--- src/hw/rtl/tsvr_pkg.sv ---
// Package for the two-stage volume ramp: field widths, opcodes, reset values
// and the controller state type. No dependencies; used by every RTL file.
`timescale 1ns / 1ps
`default_nettype none

package tsvr_pkg;

    // Field widths.
    localparam int OP_W     = 2;
    localparam int LEVEL_W  = 16;
    localparam int MS_W     = 16;
    localparam int FRAMES_W = 16;
    localparam int RATE_W   = 18;
    localparam int LEFT_W   = 24;
    localparam int GAIN_W   = 17;
    localparam int Q_FRAC   = 15;

    // Serial multiplier: A operand is parallel, B operand is consumed one bit a cycle.
    localparam int MUL_A_W = RATE_W;
    localparam int MUL_B_W = MS_W;
    localparam int PROD_W  = MUL_A_W + MUL_B_W;

    // Serial divider: one quotient bit a cycle.
    localparam int DIV_N_W = PROD_W;
    localparam int DIV_D_W = LEFT_W;

    // Constants.
    localparam logic [LEVEL_W-1:0] UNITY        = LEVEL_W'(32768);
    localparam logic [RATE_W-1:0]  RATE_RESET   = RATE_W'(48000);
    localparam int                 MS_PER_S     = 1000;
    localparam logic [LEFT_W-1:0]  FRAMES_MAX   = {LEFT_W{1'b1}};

    // Operation codes.
    localparam logic [OP_W-1:0] OP_SET_BASE   = 2'd0;
    localparam logic [OP_W-1:0] OP_SET_ADJUST = 2'd1;
    localparam logic [OP_W-1:0] OP_ADVANCE    = 2'd2;

    // Controller states.
    typedef enum logic [3:0] {
        ST_IDLE,
        ST_SET_MUL,
        ST_SET_MWAIT,
        ST_SET_DIV,
        ST_SET_DWAIT,
        ST_SET_APPLY,
        ST_STEP_CHECK,
        ST_STEP_MWAIT,
        ST_STEP_DIV,
        ST_STEP_DWAIT,
        ST_STEP_APPLY,
        ST_GAIN_MUL,
        ST_GAIN_MWAIT,
        ST_OUT
    } t_state;

endpackage

`default_nettype wire

--- src/hw/rtl/tsvr_mul.sv ---
// Bit-serial shift-and-add multiplier, one multiplier bit per cycle.
// Depends on tsvr_pkg for operand widths.
`timescale 1ns / 1ps
`default_nettype none

module tsvr_mul (
    input  wire logic                         i_clk,
    input  wire logic                         i_rst_n,
    input  wire logic                         i_start,
    input  wire logic [tsvr_pkg::MUL_A_W-1:0] i_a,
    input  wire logic [tsvr_pkg::MUL_B_W-1:0] i_b,
    output logic                              o_done,
    output logic [tsvr_pkg::PROD_W-1:0]       o_product
);
    import tsvr_pkg::*;

    localparam int CNT_W = $clog2(MUL_B_W);

    logic [MUL_A_W-1:0] r_a;
    logic [MUL_A_W-1:0] r_hi;
    logic [MUL_B_W-1:0] r_lo;
    logic [CNT_W-1:0]   r_cnt;
    logic               r_busy;
    logic               r_done;
    logic [MUL_A_W:0]   w_sum;

    // Add the multiplicand when the current multiplier bit is set.
    assign w_sum = {1'b0, r_hi} + (r_lo[0] ? {1'b0, r_a} : '0);

    // Control: bit counter and done pulse.
    always_ff @(posedge i_clk) begin
        if (!i_rst_n) begin
            r_busy <= 1'b0;
            r_done <= 1'b0;
            r_cnt  <= '0;
        end else begin
            r_done <= 1'b0;
            if (i_start) begin
                r_busy <= 1'b1;
                r_cnt  <= '0;
            end else if (r_busy) begin
                r_cnt <= r_cnt + 1'b1;
                if (r_cnt == CNT_W'(MUL_B_W - 1)) begin
                    r_busy <= 1'b0;
                    r_done <= 1'b1;
                end
            end
        end
    end

    // Datapath: partial product shifts right, product bits fill the low half.
    always_ff @(posedge i_clk) begin
        if (i_start) begin
            r_a  <= i_a;
            r_hi <= '0;
            r_lo <= i_b;
        end else if (r_busy) begin
            r_hi <= w_sum[MUL_A_W:1];
            r_lo <= {w_sum[0], r_lo[MUL_B_W-1:1]};
        end
    end

    assign o_done    = r_done;
    assign o_product = {r_hi, r_lo};

endmodule

`default_nettype wire

--- src/hw/rtl/tsvr_div.sv ---
// Restoring divider producing one quotient bit per cycle.
// Depends on tsvr_pkg for dividend and divisor widths.
`timescale 1ns / 1ps
`default_nettype none

module tsvr_div (
    input  wire logic                         i_clk,
    input  wire logic                         i_rst_n,
    input  wire logic                         i_start,
    input  wire logic [tsvr_pkg::DIV_N_W-1:0] i_dividend,
    input  wire logic [tsvr_pkg::DIV_D_W-1:0] i_divisor,
    output logic                              o_done,
    output logic [tsvr_pkg::DIV_N_W-1:0]      o_quotient
);
    import tsvr_pkg::*;

    localparam int CNT_W = $clog2(DIV_N_W);

    logic [DIV_D_W-1:0] r_d;
    logic [DIV_D_W-1:0] r_rem;
    logic [DIV_N_W-1:0] r_quo;
    logic [CNT_W-1:0]   r_cnt;
    logic               r_busy;
    logic               r_done;
    logic [DIV_D_W:0]   w_trial;
    logic [DIV_D_W:0]   w_diff;
    logic               w_ge;

    // Bring down the next dividend bit and try a subtraction.
    assign w_trial = {r_rem, r_quo[DIV_N_W-1]};
    assign w_diff  = w_trial - {1'b0, r_d};
    assign w_ge    = (w_trial >= {1'b0, r_d});

    // Control: bit counter and done pulse.
    always_ff @(posedge i_clk) begin
        if (!i_rst_n) begin
            r_busy <= 1'b0;
            r_done <= 1'b0;
            r_cnt  <= '0;
        end else begin
            r_done <= 1'b0;
            if (i_start) begin
                r_busy <= 1'b1;
                r_cnt  <= '0;
            end else if (r_busy) begin
                r_cnt <= r_cnt + 1'b1;
                if (r_cnt == CNT_W'(DIV_N_W - 1)) begin
                    r_busy <= 1'b0;
                    r_done <= 1'b1;
                end
            end
        end
    end

    // Datapath: for a nonzero divisor the remainder always stays below the divisor.
    always_ff @(posedge i_clk) begin
        if (i_start) begin
            r_d   <= i_divisor;
            r_rem <= '0;
            r_quo <= i_dividend;
        end else if (r_busy) begin
            r_rem <= w_ge ? w_diff[DIV_D_W-1:0] : w_trial[DIV_D_W-1:0];
            r_quo <= {r_quo[DIV_N_W-2:0], w_ge};
        end
    end

    assign o_done     = r_done;
    assign o_quotient = r_quo;

endmodule

`default_nettype wire

--- src/hw/rtl/two_stage_volume_ramp_top.sv ---
// Two-stage volume ramp: base and adjust gain ramps, controller and output register.
// A set transaction multiplies the sample rate by the duration and divides by 1000;
// an advance transaction runs a multiply and a divide for each moving ramp, then the
// gain multiply, on the bit-serial multiplier and divider, which are shared.
// One transaction is worked on at a time; the next is taken while a result waits.
// Reset (synchronous, active low) gives unity gain on both ramps, no pending ramp,
// and a sample rate of 48000.
`timescale 1ns / 1ps
`default_nettype none

module two_stage_volume_ramp_top (
    input  wire logic                          i_clk,
    input  wire logic                          i_rst_n,
    input  wire logic                          i_cfg_we,
    input  wire logic [tsvr_pkg::RATE_W-1:0]   i_cfg_data,
    input  wire logic                          i_in_valid,
    output logic                               o_in_ready,
    input  wire logic [tsvr_pkg::OP_W-1:0]     i_operation,
    input  wire logic [tsvr_pkg::LEVEL_W-1:0]  i_level,
    input  wire logic [tsvr_pkg::MS_W-1:0]     i_duration_ms,
    input  wire logic [tsvr_pkg::FRAMES_W-1:0] i_frames,
    output logic                               o_out_valid,
    input  wire logic                          i_out_ready,
    output logic [tsvr_pkg::GAIN_W-1:0]        o_gain
);
    import tsvr_pkg::*;

    t_state r_state;
    t_state n_state;

    logic [RATE_W-1:0]   r_sample_rate;
    logic [LEVEL_W-1:0]  r_level;
    logic [MS_W-1:0]     r_ms;
    logic [FRAMES_W-1:0] r_frames;
    logic                r_sel;
    logic [LEVEL_W-1:0]  r_value [2];
    logic [LEVEL_W-1:0]  r_goal  [2];
    logic [LEFT_W-1:0]   r_left  [2];
    logic                r_out_valid;
    logic [GAIN_W-1:0]   r_gain;

    logic                w_in_accept;
    logic                w_out_free;
    logic [LEVEL_W-1:0]  w_val;
    logic [LEVEL_W-1:0]  w_goal;
    logic [LEFT_W-1:0]   w_left;
    logic                w_up;
    logic [LEVEL_W-1:0]  w_diff;
    logic                w_step_skip;
    logic [LEFT_W-1:0]   w_count;
    logic [LEVEL_W-1:0]  w_mag;

    logic                w_mul_start;
    logic [MUL_A_W-1:0]  w_mul_a;
    logic [MUL_B_W-1:0]  w_mul_b;
    logic                w_mul_done;
    logic [PROD_W-1:0]   w_product;
    logic                w_div_start;
    logic [DIV_D_W-1:0]  w_divisor;
    logic                w_div_done;
    logic [DIV_N_W-1:0]  w_quotient;

    // Shared arithmetic units.
    tsvr_mul u_mul (
        .i_clk     (i_clk),
        .i_rst_n   (i_rst_n),
        .i_start   (w_mul_start),
        .i_a       (w_mul_a),
        .i_b       (w_mul_b),
        .o_done    (w_mul_done),
        .o_product (w_product)
    );

    tsvr_div u_div (
        .i_clk      (i_clk),
        .i_rst_n    (i_rst_n),
        .i_start    (w_div_start),
        .i_dividend (w_product),
        .i_divisor  (w_divisor),
        .o_done     (w_div_done),
        .o_quotient (w_quotient)
    );

    // Selected ramp and its step terms.
    assign w_val       = r_value[r_sel];
    assign w_goal      = r_goal[r_sel];
    assign w_left      = r_left[r_sel];
    assign w_up        = (w_goal >= w_val);
    assign w_diff      = w_up ? (w_goal - w_val) : (w_val - w_goal);
    assign w_step_skip = (w_left == '0) || (r_sample_rate == '0)
                         || ({{(LEFT_W-FRAMES_W){1'b0}}, r_frames} >= w_left);
    assign w_mag       = w_quotient[LEVEL_W-1:0];

    // Frame count of a set transaction, saturated to the counter width.
    assign w_count = (w_quotient[DIV_N_W-1:LEFT_W] != '0) ? FRAMES_MAX
                                                          : w_quotient[LEFT_W-1:0];

    assign w_in_accept = i_in_valid && o_in_ready;
    assign w_out_free  = !r_out_valid || i_out_ready;

    // Next-state logic.
    always_comb begin
        n_state = r_state;
        unique case (r_state)
            ST_IDLE: begin
                if (i_in_valid) begin
                    if (i_operation == OP_SET_BASE || i_operation == OP_SET_ADJUST) begin
                        n_state = ST_SET_MUL;
                    end else if (i_operation == OP_ADVANCE) begin
                        n_state = ST_STEP_CHECK;
                    end
                end
            end
            ST_SET_MUL:    n_state = ST_SET_MWAIT;
            ST_SET_MWAIT:  if (w_mul_done) n_state = ST_SET_DIV;
            ST_SET_DIV:    n_state = ST_SET_DWAIT;
            ST_SET_DWAIT:  if (w_div_done) n_state = ST_SET_APPLY;
            ST_SET_APPLY:  n_state = ST_IDLE;
            ST_STEP_CHECK: begin
                if (!w_step_skip) begin
                    n_state = ST_STEP_MWAIT;
                end else begin
                    n_state = r_sel ? ST_GAIN_MUL : ST_STEP_CHECK;
                end
            end
            ST_STEP_MWAIT: if (w_mul_done) n_state = ST_STEP_DIV;
            ST_STEP_DIV:   n_state = ST_STEP_DWAIT;
            ST_STEP_DWAIT: if (w_div_done) n_state = ST_STEP_APPLY;
            ST_STEP_APPLY: n_state = r_sel ? ST_GAIN_MUL : ST_STEP_CHECK;
            ST_GAIN_MUL:   n_state = ST_GAIN_MWAIT;
            ST_GAIN_MWAIT: if (w_mul_done) n_state = ST_OUT;
            ST_OUT:        if (w_out_free) n_state = ST_IDLE;
            default:       n_state = ST_IDLE;
        endcase
    end

    // Controller outputs: unit starts and operand selection.
    always_comb begin
        o_in_ready  = 1'b0;
        w_mul_start = 1'b0;
        w_div_start = 1'b0;
        w_mul_a     = {{(MUL_A_W-LEVEL_W){1'b0}}, r_value[0]};
        w_mul_b     = r_value[1];
        w_divisor   = w_left;
        unique case (r_state)
            ST_IDLE: o_in_ready = 1'b1;
            ST_SET_MUL: begin
                w_mul_start = 1'b1;
                w_mul_a     = r_sample_rate;
                w_mul_b     = r_ms;
            end
            ST_SET_DIV: begin
                w_div_start = 1'b1;
                w_divisor   = DIV_D_W'(MS_PER_S);
            end
            ST_STEP_CHECK: begin
                w_mul_start = !w_step_skip;
                w_mul_a     = {{(MUL_A_W-LEVEL_W){1'b0}}, w_diff};
                w_mul_b     = r_frames;
            end
            ST_STEP_DIV: w_div_start = 1'b1;
            ST_GAIN_MUL: w_mul_start = 1'b1;
            default: begin
            end
        endcase
    end

    // State register and sample-rate register.
    always_ff @(posedge i_clk) begin
        if (!i_rst_n) begin
            r_state       <= ST_IDLE;
            r_sample_rate <= RATE_RESET;
        end else begin
            r_state <= n_state;
            if (i_cfg_we) begin
                r_sample_rate <= i_cfg_data;
            end
        end
    end

    // Captured transaction fields.
    always_ff @(posedge i_clk) begin
        if (w_in_accept) begin
            r_level  <= i_level;
            r_ms     <= i_duration_ms;
            r_frames <= i_frames;
        end
    end

    // Ramp state: set commands, advance steps and ramp selection.
    always_ff @(posedge i_clk) begin
        if (!i_rst_n) begin
            r_sel      <= 1'b0;
            r_value[0] <= UNITY;
            r_value[1] <= UNITY;
            r_goal[0]  <= UNITY;
            r_goal[1]  <= UNITY;
            r_left[0]  <= '0;
            r_left[1]  <= '0;
        end else begin
            if (w_in_accept) begin
                r_sel <= (i_operation == OP_SET_ADJUST);
            end
            case (r_state)
                ST_SET_APPLY: begin
                    r_goal[r_sel] <= r_level;
                    if (w_count == '0 || w_val == r_level) begin
                        r_value[r_sel] <= r_level;
                        r_left[r_sel]  <= '0;
                    end else begin
                        r_left[r_sel] <= w_count;
                    end
                end
                ST_STEP_CHECK: begin
                    if (w_step_skip) begin
                        r_sel <= 1'b1;
                        // A finished ramp holds its goal, one the frames reach ends at it; a frozen one stays put.
                        if (w_left == '0) begin
                            r_value[r_sel] <= w_goal;
                        end else if (r_sample_rate != '0) begin
                            r_value[r_sel] <= w_goal;
                            r_left[r_sel]  <= '0;
                        end
                    end
                end
                ST_STEP_APPLY: begin
                    r_sel          <= 1'b1;
                    r_value[r_sel] <= w_up ? (w_val + w_mag) : (w_val - w_mag);
                    r_left[r_sel]  <= w_left - {{(LEFT_W-FRAMES_W){1'b0}}, r_frames};
                end
                default: begin
                end
            endcase
        end
    end

    // Output register: the product in Q2.15.
    always_ff @(posedge i_clk) begin
        if (!i_rst_n) begin
            r_out_valid <= 1'b0;
        end else if (r_state == ST_OUT && w_out_free) begin
            r_out_valid <= 1'b1;
        end else if (i_out_ready) begin
            r_out_valid <= 1'b0;
        end
    end

    always_ff @(posedge i_clk) begin
        if (r_state == ST_OUT && w_out_free) begin
            r_gain <= w_product[Q_FRAC +: GAIN_W];
        end
    end

    assign o_out_valid = r_out_valid;
    assign o_gain      = r_gain;

    // A pending ramp never sits on its goal.
    a_base_pending: assert property (@(posedge i_clk) disable iff (!i_rst_n)
        (r_left[0] != '0) |-> (r_value[0] != r_goal[0]))
        else $error("base ramp pending at its goal");

    a_adjust_pending: assert property (@(posedge i_clk) disable iff (!i_rst_n)
        (r_left[1] != '0) |-> (r_value[1] != r_goal[1]))
        else $error("adjust ramp pending at its goal");

    // A valid command leaves the idle state.
    a_cmd_busy: assert property (@(posedge i_clk) disable iff (!i_rst_n)
        (w_in_accept && (i_operation == OP_SET_BASE || i_operation == OP_SET_ADJUST
                         || i_operation == OP_ADVANCE)) |=> (r_state != ST_IDLE))
        else $error("command accepted without work");

    // A result only appears from the output state.
    a_out_source: assert property (@(posedge i_clk) disable iff (!i_rst_n)
        $rose(r_out_valid) |-> ($past(r_state) == ST_OUT))
        else $error("result raised outside output state");

endmodule

`default_nettype wire
--- config.mk ---
export PLATFORM = sky130hd
export DESIGN_NAME = two_stage_volume_ramp_top
export DESIGN_NICKNAME = d
export VERILOG_FILES = /design/src/hw/rtl/tsvr_pkg.sv /design/src/hw/rtl/tsvr_mul.sv /design/src/hw/rtl/tsvr_div.sv /design/src/hw/rtl/two_stage_volume_ramp_top.sv
export SDC_FILE = /design/constraint.sdc
export NUM_CORES = 1
export LEC_CHECK = 0
export BUFFER_PORTS_ARGS = -buffer_cell sky130_fd_sc_hd__buf_2
export CAP_MARGIN = 10
export CORE_MARGIN = 3
export CORE_UTILIZATION = 40
export DETAILED_ROUTE_END_ITERATION = 7
export PLACE_DENSITY = 0.64
export SETUP_SLACK_MARGIN = 0.4
export SLEW_MARGIN = 20
export SYNTH_ARGS = -nofsm -noshare
export SYNTH_HDL_FRONTEND = slang
export SYNTH_SLANG_ARGS = --single-unit
--- constraint.sdc ---
create_clock -name i_clk -period 7.9 [get_ports i_clk]
set_input_delay 0.79 -clock i_clk [delete_from_list [all_inputs] [get_ports i_clk]]
set_output_delay 0.79 -clock i_clk [all_outputs]
set_load 0.02 [all_outputs]
### Word-level counts from Yosys, hierarchy flattened

Memories as Yosys holds them, arrays and structs flattened. A register that Yosys moved wholly into a read port is not among the register bits.
Index checks and enable logic that the tools add are counted.

* output and inout port bits: 19
* memories kept: 3
* register bits after elaboration: 237
* bits in latches: 0
* RAM bits: 112
* input bits: 73
* logic and storage cells: 182
* ROM bits: 0

* multiplexer cells: 83
* shift operators: 0
* reduce and logical (&&, ||, !) cells: 29
* $mul: 0
* order comparisons: 3
* div/mod/pow operators: 0
* equality and inequality tests: 26
* bitwise operators: 9
* $add $sub $neg: 9

Memories
* r_left: words 2, width 24, read ports 1, clocked after Yosys merged registers in 1, wr ports 2, RTL line two_stage_volume_ramp_top.sv:38 `logic [LEFT_W-1:0] r_left [2];`
* r_goal: words 2, width 16, read ports 1, clocked after Yosys merged registers in 1, wr ports 2, RTL line two_stage_volume_ramp_top.sv:37 `logic [LEVEL_W-1:0] r_goal [2];`
* r_value: words 2, width 16, read ports 3, clocked after Yosys merged registers in 1, wr ports 2, RTL line two_stage_volume_ramp_top.sv:36 `logic [LEVEL_W-1:0] r_value [2];`

Operators by type and width (number)
* $mux W16: 9
* $mux W24: 6
* $mux W34: 2
* $pmux W4 S13: 1
* $mux W1: 49
* $logic_not A24 Y1: 2
* $sub A16 B16 Y16: 3
* $mux W4: 11
* $pmux W18 S2: 1
* $pmux W16 S2: 1
* $reduce_or A16 Y1: 2
* $eq A4 B4 Y1 const B: 7
* $ge A25 B24 Y1: 1
* $ge A16 B24 Y1: 1
* $reduce_or A24 Y1: 1
* $sub A24 B16 Y24: 1
* $sub A24 B24 Y24: 1
* $add A18 B19 Y19: 1
* $logic_not A18 Y1: 1
* $mux W18: 1
* $reduce_bool A18 Y1: 1
* $add A16 B16 Y16: 1
* $eq A16 B16 Y1: 1
* $eq A4 B3 Y1 const B: 4
* other kinds (24): 50

### Longest topological paths before layout

Gate-level depths: netlist of run 1.

* word-level depth: 13
* gate-level depth with buffers: 28
* depth with buffers taken out: 23

### Modules after synthesis

A second synthesis of run 1 with hierarchy kept.

* cells, all modules: 2088
* area total of the unflattened synthesis: 21302.9 µm²

By module, submodules not included
* two_stage_volume_ramp_top: cells each 1347, sequential area each 5815.6 µm², area an instance 13176.4 µm², times used 1
* tsvr_div: cells each 453, sequential area each 2382.3 µm², area an instance 5004.8 µm², times used 1
* tsvr_mul: cells each 288, sequential area each 1501.4 µm², area an instance 3121.7 µm², times used 1

### Worst setup path after synthesis of run 1

No wires, ideal clock.

* path type: register -> register
* from: register with a tool-made name
* to: memory r_value[0][15], data pin
* setup time: 0.257 ns
* setup slack: 1.980 ns
* cell stages (with the launch flop): 27
* data arrival time: 5.663 ns
* clock period less this slack: 5.920 ns
* required time: 7.643 ns
* buffers on the path: 7
* cell sequence: dfxtp_1 -> buf_4 -> buf_6 -> buf_4 -> buf_1 -> mux2i_1 -> inv_1 -> fa_1 -> a21oi_1 -> o2111ai_1 -> a211o_1 -> a21oi_2 -> buf_2 -> buf_2 -> buf_2 -> nand2_1 -> o21ai_0 -> ha_1 -> a21o_1 -> a21oi_1 -> o21a_1 -> o211ai_1 -> a41oi_1 -> o21ai_0 -> xnor2_1 -> a21oi_1 -> nand2_1

RTL lines (RTL line)
* to (decl): two_stage_volume_ramp_top.sv:36

==> results of run 1 <==
-- cell type report --
type                            instances  share of cell area
Inverter                              116              0.0187
Clock inverter                         21              0.0114
Sequential cell                       350               0.417
Clock buffer                           53              0.0488
Multi-Input combinational cell       1527               0.439
Timing Repair Buffer                  117              0.0280
Antenna cell                            1            0.000108
Tap cell                              672              0.0362
-- registers in the layout, indices dropped and copies added (netlist names), named ones only --
| name | count |
|---|---|
| u_mul.o_done | 1 |
| u_div.r_busy | 1 |
| o_gain | 17 |
| r_left | 48 |
| u_mul.r_lo | 16 |
| u_div.r_rem | 24 |
| u_div.o_quotient | 34 |
| o_out_valid | 1 |
| u_mul.r_a | 18 |
| r_ms | 16 |
| u_mul.r_busy | 1 |
| u_div.r_cnt | 6 |
| r_value | 32 |
| u_div.o_done | 1 |
| r_sel | 1 |
| r_goal | 32 |
| r_sample_rate | 18 |
| u_div.r_d | 24 |
| u_mul.r_cnt | 4 |
| r_level | 16 |
| r_frames | 16 |
| r_state | 4 |
| u_mul.r_hi | 18 |
-- metal layers --
layer  routed length [um]  vias up
met4                 2120        0
met3                 3060      121
li1                     -     7658
met2                27000      493
met1                24600     7616
met5                    0        -
-- worst min path at each step --
stage	start	to	slack (ns)	cells past startpoint
after floorplan	u_mul.r_lo[15]$_DFFE_PP_	o_gain[0]$_DFFE_PP_	0.44	0
after global routing	i_level[10]	r_level[10]$_DFFE_PP_	0.37	1
final	i_level[7]	r_level[7]$_DFFE_PP_	0.39	1
after global placement	u_div.r_rem[2]$_SDFFE_PN0P_	u_div.r_rem[2]$_SDFFE_PN0P_	0.46	2
after CTS	i_level[8]	r_level[8]$_DFFE_PP_	0.36	1
after detailed placement	u_div.r_rem[4]$_SDFFE_PN0P_	u_div.r_rem[4]$_SDFFE_PN0P_	0.47	2
-- logic make-up after synthesis --
family / share of synthesized area
compound gates: 0.141
fa+ha+maj: 0.0722
xor+xnor: 0.0481
simple gates: 0.168
buf+inv: 0.0411
mux: 0.0615
flops: 0.468
-- cells in the final DEF (no fill, tap or decap), types with 38 or more instances in the layout --
master	instances
a21oi_1	113
and3_1	39
and2_1	90
xnor2_1	73
xor2_1	41
o21ai_0	78
inv_1	113
ha_1	110
dfxtp_1	80
nand2_1	238
mux2i_1	89
clkbuf_16	43
edfxtp_1	269
nor3_1	38
buf_2	91
nor2_1	161
-- power by group through the flow --
| stage | clock network (mW) | registers, mW | logic, mW |
|---|---|---|---|
| floorplan | 0 | 2.60 | 2.26 |
| global placement | 0 | 2.76 | 2.80 |
| detailed placement | 0 | 2.77 | 2.86 |
| CTS | 2.03 | 2.74 | 2.88 |
| global route | 2.10 | 2.78 | 3.21 |
| finish | 1.98 | 2.74 | 2.89 |
-- through the flow --
stage / setup WS (ns) / utilization
after floorplan: 1.98 / -
after global placement: 2.36 / 0.431
after detailed placement: 2.15 / 0.431
after CTS: 2.14 / 0.459
after global routing: 1.68 / 0.459
final: 2.01 / 0.459
-- critical path, stage by stage (launching register included) --
cell       delay (ns)
dfxtp_4          0.75
mux2i_1          0.40
ha_1             0.24
inv_1            0.06
fa_1             0.40
a21oi_1          0.21
o2111ai_1        0.18
a211o_1          0.34
a21oi_2          0.37
buf_4            0.42
o31ai_1          0.15
xnor2_1          0.16
ha_1             0.34
a21oi_1          0.17
o21ai_0          0.15
a41oi_1          0.54
o21bai_1         0.17
xnor2_1          0.19
nor2_1           0.06
a21oi_1          0.21
nor2b_1          0.08
==> metrics.sh, run 1 <==
STATUS='complete, no violations'
AREA_DELTA_SYNTH_FINAL_PCT=12.1
REQUIRED_NS=8.22
CRITPATHKIND='register to register'
SYNTHTOPCELLSBYAREA='edfxtp_1 39%, dfxtp_1 7.8%, ha_1 6.6%'
SLEW_VIOL_FINAL=0
TOP_LEVEL_PORTS=92
FIRSTDRTPASSITERS=6
GRT_BUSIEST_LAYER='met2'
POST_DRT_WL_PER_CELL_UM=19.9
YS_TYPES=83
GRT_START_MAX_NET_PINS=65
NUMBER_OF_ENABLE_TYPE_REGISTER_CELLS_IN_THE_SYNTHESIZED_NETLIST=269
PATH_CLK_SLEW_NS=0.06
FIRST_GLOBAL_VIAS=15526
FINALPOWER_mW=7.61
CTS_MADE_BUFFERS=42
GR-USAGE-MET1=0.272
AREA_TAKEN_BY_MULTI_INPUT_LOGIC_GATES_MM2=0.0102
FINALHOLDWORSTSLACK_NS=0.392
MIN-DELAY-PATH-CLASS='input pin to register'
REG2REG_TO='r_value[1][13]$_SDFFCE_PN0P_'
YOSYSMOSTFREQUENTCELL='edfxtp_1'
YOSYSSEQAREASHARE=0.468
IR_DROP_V=0.000196
SYNTH_COMMONEST_CELLS='269 x edfxtp_1, 238 x nand2_1, 162 x nor2_1'
PLACE.DETAILED.INSTANCES=2782
AVERAGE_SIZE_OF_A_MAPPED_CELL_UM2=9.92
P_LEAK_nW=9.51
SYN-CELL-AREA_MM2=0.0207
WORSTSETUPSTARTPOINTTYPE='register'
REGTOREGSETUPSLACK_NS=2.01
CTS.HTREE.LEVELS=2
COMBPWRFRAC=0.380
SEQ_POWER_SHARE=0.360
P_SW_mW=2.83
SEQCELLAREA_MM2=0.00970
INTERNAL_mW=4.78
FINAL-SETUP-VIOL-COUNT=0
WORST_SLEW_PIN_SLEW_NS=1.08
POSTSYNTHREGISTERBITS=350
PLACE_HPWL_MM=42.6
CLOCK_SINKS=350
CLOCK_INSERTION_DELAY_WORST_SKEW_NS=0.57
POWER_SWITCHING_SHARE=0.372
TIMING_HOLD_VIOLATIONS_FINAL=0
VIASPERCELL=5.56
FINALCRITICALPERIOD_NS=5.89
GRT_PASS1_WL_MM=88.3
CORE_REGION_AREA_MM2=0.0507
MAX_FREQ_MHz=170
ASYNC_RESET_FF_FRAC=0
TRITONCTS='done'
POSTSYNTHCELLCOUNT=2090
DRT_ITER0_DRC=1328
CRITICAL_PATH.MAX_FANOUT=33
CLOCKROOTBUFFER='clkbuf_16'
GRT.MET2_USAGE=0.350
NETLIST.AREA_LEADER.SHARE=0.389
WORST_R2R_PATH_DEPTH=20
RSZ0062_AT_GRT='no'
INITIAL_UTILIZATION=0.409
DETAILED_PLACE.AREA_MM2=0.0218
DIE_AR_MM2=0.0546
DETAIL-ROUTE-ANTENNA-NETS=0
CRITICAL_PATH_ARRIVAL_NS=6.20
MAXCAPVIOLCOUNT=0
FLOORPLAN.ROWS=82
POWER_PER_CELL_AREA_mW_PER_MM2=327
POST-ROUTE-CELL-AREA_MM2=0.0232
CTS.REPAIR_TIMING.SETUP_BUFFER_COUNT=0
DIE_W_UM=234
GRT_USE_MET3=0.0313
P_CLK_FRAC=0.260
DETAILROUTE.VIA_COUNT=15888
FINAL_WEIGHTED_CONGESTION_IN_ROUTABILITY_DRIVEN_PLACEMENT=0.906
ENDPOINT='r_value[1][13]$_SDFFCE_PN0P_'
FILL_CELLS=4788
LAYOUT_WORST_PATH_CYCLE_SHARE=0.745
SYNTH.YOSYS.WARNINGS=0
POST_ROUTE_CELLS_DRIVE_ABOVE_1_SHARE=0.103
SYNTH_FLOP_CELL='edfxtp_1'
POST-ROUTE-DRC-COUNT=0
GRT_ANTENNA_BEFORE_REPAIR=0
SYNTH_AREA_LEADER_CELL='edfxtp_1'
CLOCK_PATH_BUFFERS=3
POST_CTS_HOLD_BUFFER_COUNT=0
STDCELL_COUNT=2857
FIN_NETS=2343
POSTSYNTHNETCOUNT=2279
GRT.OVERFLOW.TOTAL=0
FINAL.SETUP.TNS_NS=0
ROUTED_WIRE_LENGTH_MM=56.8
TIMING.SLEW.HEADROOM=0.281
PORT-BUFFER-COUNT=91
END_KIND='register'
GLOBAL_ROUTE.USAGE.TOTAL=0.208
TOTAL_OF_CELLS_RESIZED_AFTER_CLOCK_TREE_SYNTHESIS=0
FINAL.SETUP_SKEW_NS=0.0276
FLOORPLAN.DIE.HEIGHT_UM=234
Note: power is estimated with default switching activity, not from simulation.
==> run 2, diff against run 1 <==
Settings changed: PLACE_DENSITY 0.64 to 0.66.
Clock period 7.9 ns to 4.9 ns, I/O delays scaled along.
==> run 2 against run 1 <==
Via count is 2.7% higher. Clock skew fell by 0.015 ns. Clock-buffer cell count decreased by 1. Largest cell class unchanged. Power is 68% higher. Sequential power rose by 61%. Critical path type unchanged.
==> metrics.sh, run 2 (synthesis results as in run 1) <==
TRITONCTS='done'  # unchanged
MAX_FLOP_REGISTER='r_left'  # unchanged
CP_SLOWEST_CELL='dfxtp_4'  # unchanged
AREA_TAKEN_BY_MULTI_INPUT_LOGIC_GATES_MM2=0.0108  # was 0.0102 mm^2
VIASPERCELL=5.56  # about the same
P_SW_mW=4.70  # was 2.83 mW
CRITICAL_PATH_ARRIVAL_NS=4.79  # was 6.20 ns
CORE_REGION_AREA_MM2=0.0507  # unchanged
FIN_NETS=2421  # was 2,343
PATH_CLK_SLEW_NS=0.06  # about the same
INTERNAL_mW=8.06  # was 4.78 mW
RSZ0062_AT_GRT='yes'  # was no
FINALHOLDWORSTSLACK_NS=0.102  # was 0.392 ns
DETAILROUTE.VIA_COUNT=16311  # was 15,888
FINAL_WEIGHTED_CONGESTION_IN_ROUTABILITY_DRIVEN_PLACEMENT=0.955  # was 0.906
CP_CELL_SEQUENCE='buf_12 > clkbuf_16 > mux2i_1 > ha_4 > inv_2 > o221ai_4 > o21a_1 > buf_4 > a21oi_4 > buf_12 > o21ai_2 > xnor2_1 > ha_1 > inv_1 > buf_4 > o21a_1 > o211ai_1 > a41oi_2 > buf_4 > xnor2_1 > nand2_1 > o21ai_1 > and2_1'  # was mux2i_1 > ha_1 > inv_1 > fa_1 > a21oi_1 > o2111ai_1 > a211o_1 > a21oi_2 > buf_4 > o31ai_1 > xnor2_1 > ha_1 > a21oi_1 > o21ai_0 > a41oi_1 > o21bai_1 > xnor2_1 > nor2_1 > a21oi_1 > nor2b_1
LARGEST_REGISTER_FFS=48  # unchanged
REQUIRED_NS=5.21  # was 8.22 ns
GRT_START_MAX_NET_PINS=65  # unchanged
POST_CTS_HOLD_BUFFER_COUNT=0  # unchanged
AREA_DELTA_SYNTH_FINAL_PCT=18.7  # was 12.1%
ANTENNA-DIODE-COUNT=0  # was 1
CLOCK_PATH_BUFFERS=3  # unchanged
FINALPOWER_mW=12.8  # was 7.61 mW
DRT_ITER0_DRC=1261  # was 1,328
FINAL_CELL_MIX='269 x edfxtp_1, 232 x nand2_1, 159 x nor2_1, 109 x inv_1, 102 x a21oi_1'  # was 269 x edfxtp_1, 238 x nand2_1, 161 x nor2_1, 113 x inv_1, 113 x a21oi_1
IR_DROP_V=0.000354  # was 0.000196 V
LAYOUT_COMMONEST_CELL='edfxtp_1'  # unchanged
DIE_W_UM=234  # unchanged
GRT_ANTENNA_BEFORE_REPAIR=0  # unchanged
INITIAL_UTILIZATION=0.409  # unchanged
CLOCKROOTBUFFER='clkbuf_16'  # unchanged
FIRSTDRTPASSITERS=5  # was 6
POWER_PER_CELL_AREA_mW_PER_MM2=518  # was 327 mW/mm^2
GLOBAL_ROUTE.USAGE.TOTAL=0.210  # was 0.208
WORST_SLEW_PIN_SLEW_NS=1.13  # was 1.08 ns
FILL_CELLS=4627  # was 4,788
SLEW_VIOL_FINAL=0  # unchanged
CTS_MADE_BUFFERS=41  # was 42
FLOORPLAN.ROWS=82  # unchanged
TIMING.SLEW.HEADROOM=0.243  # was 0.281
PLACE_HPWL_MM=43.7  # was 42.6 mm
MAXCAPVIOLCOUNT=0  # unchanged
DIE_AR_MM2=0.0546  # unchanged
PORT-BUFFER-COUNT=91  # unchanged
POST_ROUTE_CELLS_DRIVE_ABOVE_1_SHARE=0.172  # was 0.103
GRT_PASS1_WL_MM=89.4  # was 88.3 mm
CLOCK_SINKS=350  # unchanged
FLOORPLAN.DIE.HEIGHT_UM=234  # unchanged
SEQ_POWER_SHARE=0.346  # was 0.360
P_CLK_FRAC=0.252  # was 0.260
CRITICAL-PATH-TOP-CELL-BY-COUNT='buf_4'  # was a21oi_1
PLACE.DETAILED.INSTANCES=2835  # was 2,782
STDCELL_COUNT=2936  # was 2,857
FINAL-SETUP-VIOL-COUNT=0  # unchanged
CRIT_PATH_MAX_INCR_DELAY_NS=0.41  # was 0.75 ns
TOP_LEVEL_PORTS=92  # unchanged
DETAIL-ROUTE-ANTENNA-NETS=0  # unchanged
GRT.OVERFLOW.TOTAL=0  # unchanged
POST-ROUTE-DRC-COUNT=0  # unchanged
WORSTSETUPSTARTPOINTTYPE='register'  # unchanged
MAX_FREQ_MHz=223  # was 170 MHz
FIRST_GLOBAL_VIAS=15908  # was 15,526
COMBPWRFRAC=0.402  # was 0.380
CRITPATHKIND='register to register'  # unchanged
FINALCRITICALPERIOD_NS=4.48  # was 5.89 ns
FINAL.SETUP_SKEW_NS=0.0129  # was 0.0276 ns
LAYOUT_WORST_PATH_CYCLE_SHARE=0.913  # was 0.745
P_LEAK_nW=10.0  # was 9.51 nW
CTS.HTREE.LEVELS=2  # unchanged
STATUS='complete, no violations'  # unchanged
TIMING_HOLD_VIOLATIONS_FINAL=0  # unchanged
POST_DRT_WL_PER_CELL_UM=19.9  # about the same
ROUTED_WIRE_LENGTH_MM=58.3  # was 56.8 mm
SEQCELLAREA_MM2=0.00970  # unchanged
MIN-DELAY-PATH-CLASS='input pin to register'  # unchanged
END_KIND='register'  # unchanged
CLOCK_INSERTION_DELAY_WORST_SKEW_NS=0.57  # about the same
POWER_SWITCHING_SHARE=0.368  # was 0.372
CRITICAL_PATH.MAX_FANOUT=6  # was 33
-- run 2: cell count changes in the layout (fill, tap and decap cells not counted), sizes merged --
cell      change
buf          +77
clkbuf        +1
clkinv        +2
clkinvlp      +2
diode         -1
inv           -2
-- run 2: per-layer routing --
layer,share of wire,up-vias,wire length [um],track usage
met4,0.035,0,2060,0.0756
met2,0.48,467,27800,0.354
li1,-,7812,-,-
met1,0.44,7925,25500,0.275
met3,0.051,107,2960,0.0293
met5,0,-,0,0
-- run 2: area by class of cell --
class                      count  area share
timing repair buffer         196      0.0554
tap                          672      0.0341
multi-input combinational   1527       0.439
sequential                   350       0.394
clock inverter                23      0.0109
clock buffer                  52      0.0476
inverter                     116      0.0187
-- run 2: what timing repair did --
action / 4_1_cts / 5_1_grt
pin swaps: 11 / 19
setup buffers: 16 / 9
cloned: 0 / 1
resized for setup: 34 / 76
endpoints found under the setup margin: 152 / 80
-- run 2: worst paths after layout --
| path | start | depth (start not counted) | end | slack [ns] |
|---|---|---|---|---|
| max | register | 23 | r_value[1][11]$_SDFFCE_PN0P_ | 0.42 |
| min | i_duration_ms[15] | 1 | r_ms[15]$_DFFE_PP_ | 0.10 |
| max reg2reg | register | 23 | r_value[1][11]$_SDFFCE_PN0P_ | 0.42 |
| min reg2reg | u_div.r_rem[19]$_SDFFE_PN0P_ | 2 | u_div.r_rem[19]$_SDFFE_PN0P_ | 0.47 |
-- run 2: worst max-delay path, delay by kind of cell (launching register included) --
kind | cells | cell delay, ns
DFF | 1 | 0.41
adders and majority gates | 2 | 0.56
buffers and inverters | 8 | 1.07
and+or+nand+nor | 2 | 0.23
xor gates and xnor gates | 2 | 0.25
muxes | 1 | 0.36
AOI/OAI and AO/OA | 8 | 1.34
-- run 2: metrics by stage --
stage	area [um^2]	setup WS (ns)	TNS [ns]	util
global placement	22300	0.256	0	0.441
floorplan	20900	-0.0883	-0.219	-
global route	24600	0.200	0	0.486
finish	24600	0.425	0	0.486
CTS	24100	0.423	0	0.475
detailed placement	22300	0.115	0	0.441
-- run 2: power by group through the flow --
stage          combinational (mW)  clock [mW]  sequential (mW)
2_1_floorplan                3.70           0             4.20
3_3_place_gp                 4.62           0             4.44
3_5_place_dp                 4.73           0             4.46
4_1_cts                      4.87        3.29             4.40
5_1_grt                      5.66        3.41             4.47
6_report                     5.13        3.22             4.42
==> run 3, diff against run 2 <==
Settings changed: CTS_BUF_LIST from default to sky130_fd_sc_hd__clkbuf_8, GPL_TIMING_DRIVEN from default to 0, PLACE_DENSITY 0.66 to 0.64.
Clock period 4.9 ns to 4.86 ns, I/O delays scaled along.
==> run 3 against run 2 <==
The flow now finishes with violations (setup timing). Sequential share of layout area shrank 1.5 points. Worst setup slack got worse by 0.83 ns. Largest cell class unchanged. Register-to-register slack worse by 0.83 ns. Critical endpoint is now r_value[0][14]$_SDFFCE_PN0P_. Largest power group unchanged.
==> metrics.sh, run 3 (synthesis results as in run 1) <==
ROUTED_WIRE_LENGTH_MM=66.3  # was 58.3 mm
MAXCAPVIOLCOUNT=0  # unchanged
TIMING.SLEW.HEADROOM=0.264  # was 0.243
CLOCK_INSERTION_DELAY_WORST_SKEW_NS=0.69  # was 0.57 ns
FLOORPLAN.ROWS=82  # unchanged
DETAIL-ROUTE-ANTENNA-NETS=0  # unchanged
CLOCKROOTBUFFER='clkbuf_8'  # was clkbuf_16
MAX_FLOP_REGISTER='r_left'  # unchanged
TOP_LEVEL_PORTS=92  # unchanged
MIN-DELAY-PATH-CLASS='input pin to register'  # unchanged
GRT_ANTENNA_BEFORE_REPAIR=2  # was 0
CTS.HTREE.LEVELS=2  # unchanged
PLACE_HPWL_MM=48.8  # was 43.7 mm
GLOBAL_ROUTE.USAGE.TOTAL=0.237  # was 0.210
P_LEAK_nW=10.5  # was 10.0 nW
FINAL_WEIGHTED_CONGESTION_IN_ROUTABILITY_DRIVEN_PLACEMENT=0.920  # was 0.955
SETUP_SLACK_NS=-0.401  # was 0.425 ns
DIE_W_UM=234  # unchanged
FINALCRITICALPERIOD_NS=5.26  # was 4.48 ns
END_KIND='register'  # unchanged
DRT_ITER0_DRC=1495  # was 1,261
VIASPERCELL=5.63  # was 5.56
DETAILROUTE.VIA_COUNT=17408  # was 16,311
POST-ROUTE-DRC-COUNT=0  # unchanged
WORST_SLEW_PIN_SLEW_NS=1.09  # was 1.13 ns
IR_DROP_V=0.000249  # was 0.000354 V
PLACE.DETAILED.INSTANCES=2856  # was 2,835
RSZ0062_AT_GRT='yes'  # unchanged
FINALHOLDWORSTSLACK_NS=0.0426  # was 0.102 ns
CRITPATHKIND='register to register'  # unchanged
MAX_FREQ_MHz=190  # was 223 MHz
FINAL_CELL_MIX='269 x edfxtp_1, 230 x nand2_1, 159 x nor2_1, 125 x inv_1, 104 x buf_2'  # was 269 x edfxtp_1, 232 x nand2_1, 159 x nor2_1, 109 x inv_1, 102 x a21oi_1
REQUIRED_NS=5.28  # was 5.21 ns
DETAILED_PLACE.AREA_MM2=0.0223  # about the same
DIE_AR_MM2=0.0546  # unchanged
CLOCK_SINKS=350  # unchanged
POST-ROUTE-CELL-AREA_MM2=0.0256  # was 0.0246 mm^2
POWER_PER_CELL_AREA_mW_PER_MM2=522  # was 518 mW/mm^2
GRT_START_MAX_NET_PINS=51  # was 65
POST_DRT_WL_PER_CELL_UM=21.4  # was 19.9 um
CRITICAL_PATH_ARRIVAL_NS=5.68  # was 4.79 ns
FINAL.SETUP_SKEW_NS=0.0386  # was 0.0129 ns
FINAL-SETUP-VIOL-COUNT=20  # was 0
STATUS='finished, violations left'  # was complete, no violations
AREA_DELTA_SYNTH_FINAL_PCT=23.4  # was 18.7%
FAILING_CHECKS='setup timing'
TRITONCTS='done'  # unchanged
INITIAL_UTILIZATION=0.409  # unchanged
LARGEST_REGISTER_FFS=48  # unchanged
FLOORPLAN.DIE.HEIGHT_UM=234  # unchanged
PATH_CLK_SLEW_NS=0.07  # was 0.06 ns
PORT-BUFFER-COUNT=90  # was 91
CRITICAL_PATH.MAX_FANOUT=6  # unchanged
STDCELL_COUNT=3091  # was 2,936
CLOCK_PATH_BUFFERS=3  # unchanged
CORE_REGION_AREA_MM2=0.0507  # unchanged
TIMING_HOLD_VIOLATIONS_FINAL=0  # unchanged
FIRSTDRTPASSITERS=7  # was 5
CRIT_PATH_MAX_INCR_DELAY_NS=0.39  # was 0.41 ns
LAYOUT_WORST_PATH_CYCLE_SHARE=1.08  # was 0.913
CRITICAL-PATH-TOP-CELL-BY-COUNT='buf_12'  # was buf_4
CP_SLOWEST_CELL='a211o_1'  # was dfxtp_4
CTS_MADE_BUFFERS=61  # was 41
POST_ROUTE_CELLS_DRIVE_ABOVE_1_SHARE=0.192  # was 0.172
WORSTSETUPSTARTPOINTTYPE='register'  # unchanged
SLEW_VIOL_FINAL=0  # unchanged
FIRST_GLOBAL_VIAS=17097  # was 15,908
LAYOUT_COMMONEST_CELL='edfxtp_1'  # unchanged
GRT_PASS1_WL_MM=98.6  # was 89.4 mm
GRT.OVERFLOW.TOTAL=0  # unchanged
FIN_NETS=2553  # was 2,421
==> run 3: changes by cell type in the layout (fill, tap and decap cells not counted), moves of 10 or more <==
| cell | previous run | this run |
|---|---|---|
| buf_4 | 92 | 52 |
| buf_2 | 91 | 104 |
| mux2_4 | 1 | 18 |
| mux2i_4 | 16 | 4 |
| clkbuf_2 | 0 | 10 |
| clkbuf_1 | 5 | 51 |
| inv_1 | 109 | 125 |
| clkbuf_8 | 3 | 66 |
| mux2_1 | 15 | 0 |
| dlygate4sd3_1 | 0 | 50 |
| clkbuf_16 | 46 | 1 |
==> run 3: timing repair <==
item | 4_1_cts | 5_1_grt
gates cloned | 6 | 2
endpoints found under the hold margin | 50 | 0
gates resized for setup | 115 | 92
setup buffers | 43 | 16
endpoints found under the setup margin | 247 | 173
pin swaps | 52 | 40
hold buffers | 50 | 0
==> run 3: worst paths after layout <==
| kind | slack (ns) | end | startpoint | cells after the start |
|---|---|---|---|---|
| min reg2reg | 0.48 | u_div.r_rem[17]$_SDFFE_PN0P_ | u_div.r_rem[17]$_SDFFE_PN0P_ | 2 |
| min | 0.04 | r_sample_rate[15]$_SDFFE_PN1P_ | i_cfg_data[15] | 3 |
| max reg2reg | -0.40 | r_value[0][14]$_SDFFCE_PN0P_ | register | 28 |
| max | -0.40 | r_value[0][14]$_SDFFCE_PN0P_ | register | 28 |
==> run 3: worst max-delay path, delay by kind of cell, from the launching register on <==
family	cells	cell delay, ns
muxes	1	0.28
DFF	1	0.36
and+or+nand+nor	4	0.40
buffers and inverters	8	0.87
xor gates and xnor gates	2	0.27
adders and majority gates	3	0.90
AOI/OAI and AO/OA	10	1.88
==> run 3: area by class of cell <==
type | count | area, um^2
plain buffers | 97 | 603
flip-flops and latches | 350 | 9700
fillers | 4599 | 25100
clock inverters | 50 | 444
clock buffers | 65 | 895
inverters | 116 | 435
repair buffers | 206 | 1590
multi-input cells | 1532 | 11100
well taps | 672 | 841
diodes | 3 | 7.51
==> run 3: power breakdown <==
part	switching, mW	internal (mW)
Sequential	0.453	3.95
Clock	1.32	1.68
Combinational	3.43	2.52
==> run 3: per-layer routing <==
metal  GRT usage  vias up  routed length, um
met2       0.397      715              31400
met4       0.108        0               3150
met1       0.296     8404              27000
met5           0        -                  0
met3      0.0437      185               4710
li1            -     8104                  -
==> run 3: metrics by stage <==
step | TNS [ns] | utilization | setup WS, ns | power [mW]
after CTS | -5.32 | 0.494 | -0.401 | 13.0
final | -5.52 | 0.505 | -0.401 | 13.3
after global routing | -9.79 | 0.505 | -0.604 | 14.1
after floorplan | -0.438 | - | -0.128 | 7.96
after detailed placement | -143.17 | 0.439 | -1.52 | 9.42
after global placement | -135.58 | 0.437 | -1.49 | 9.27
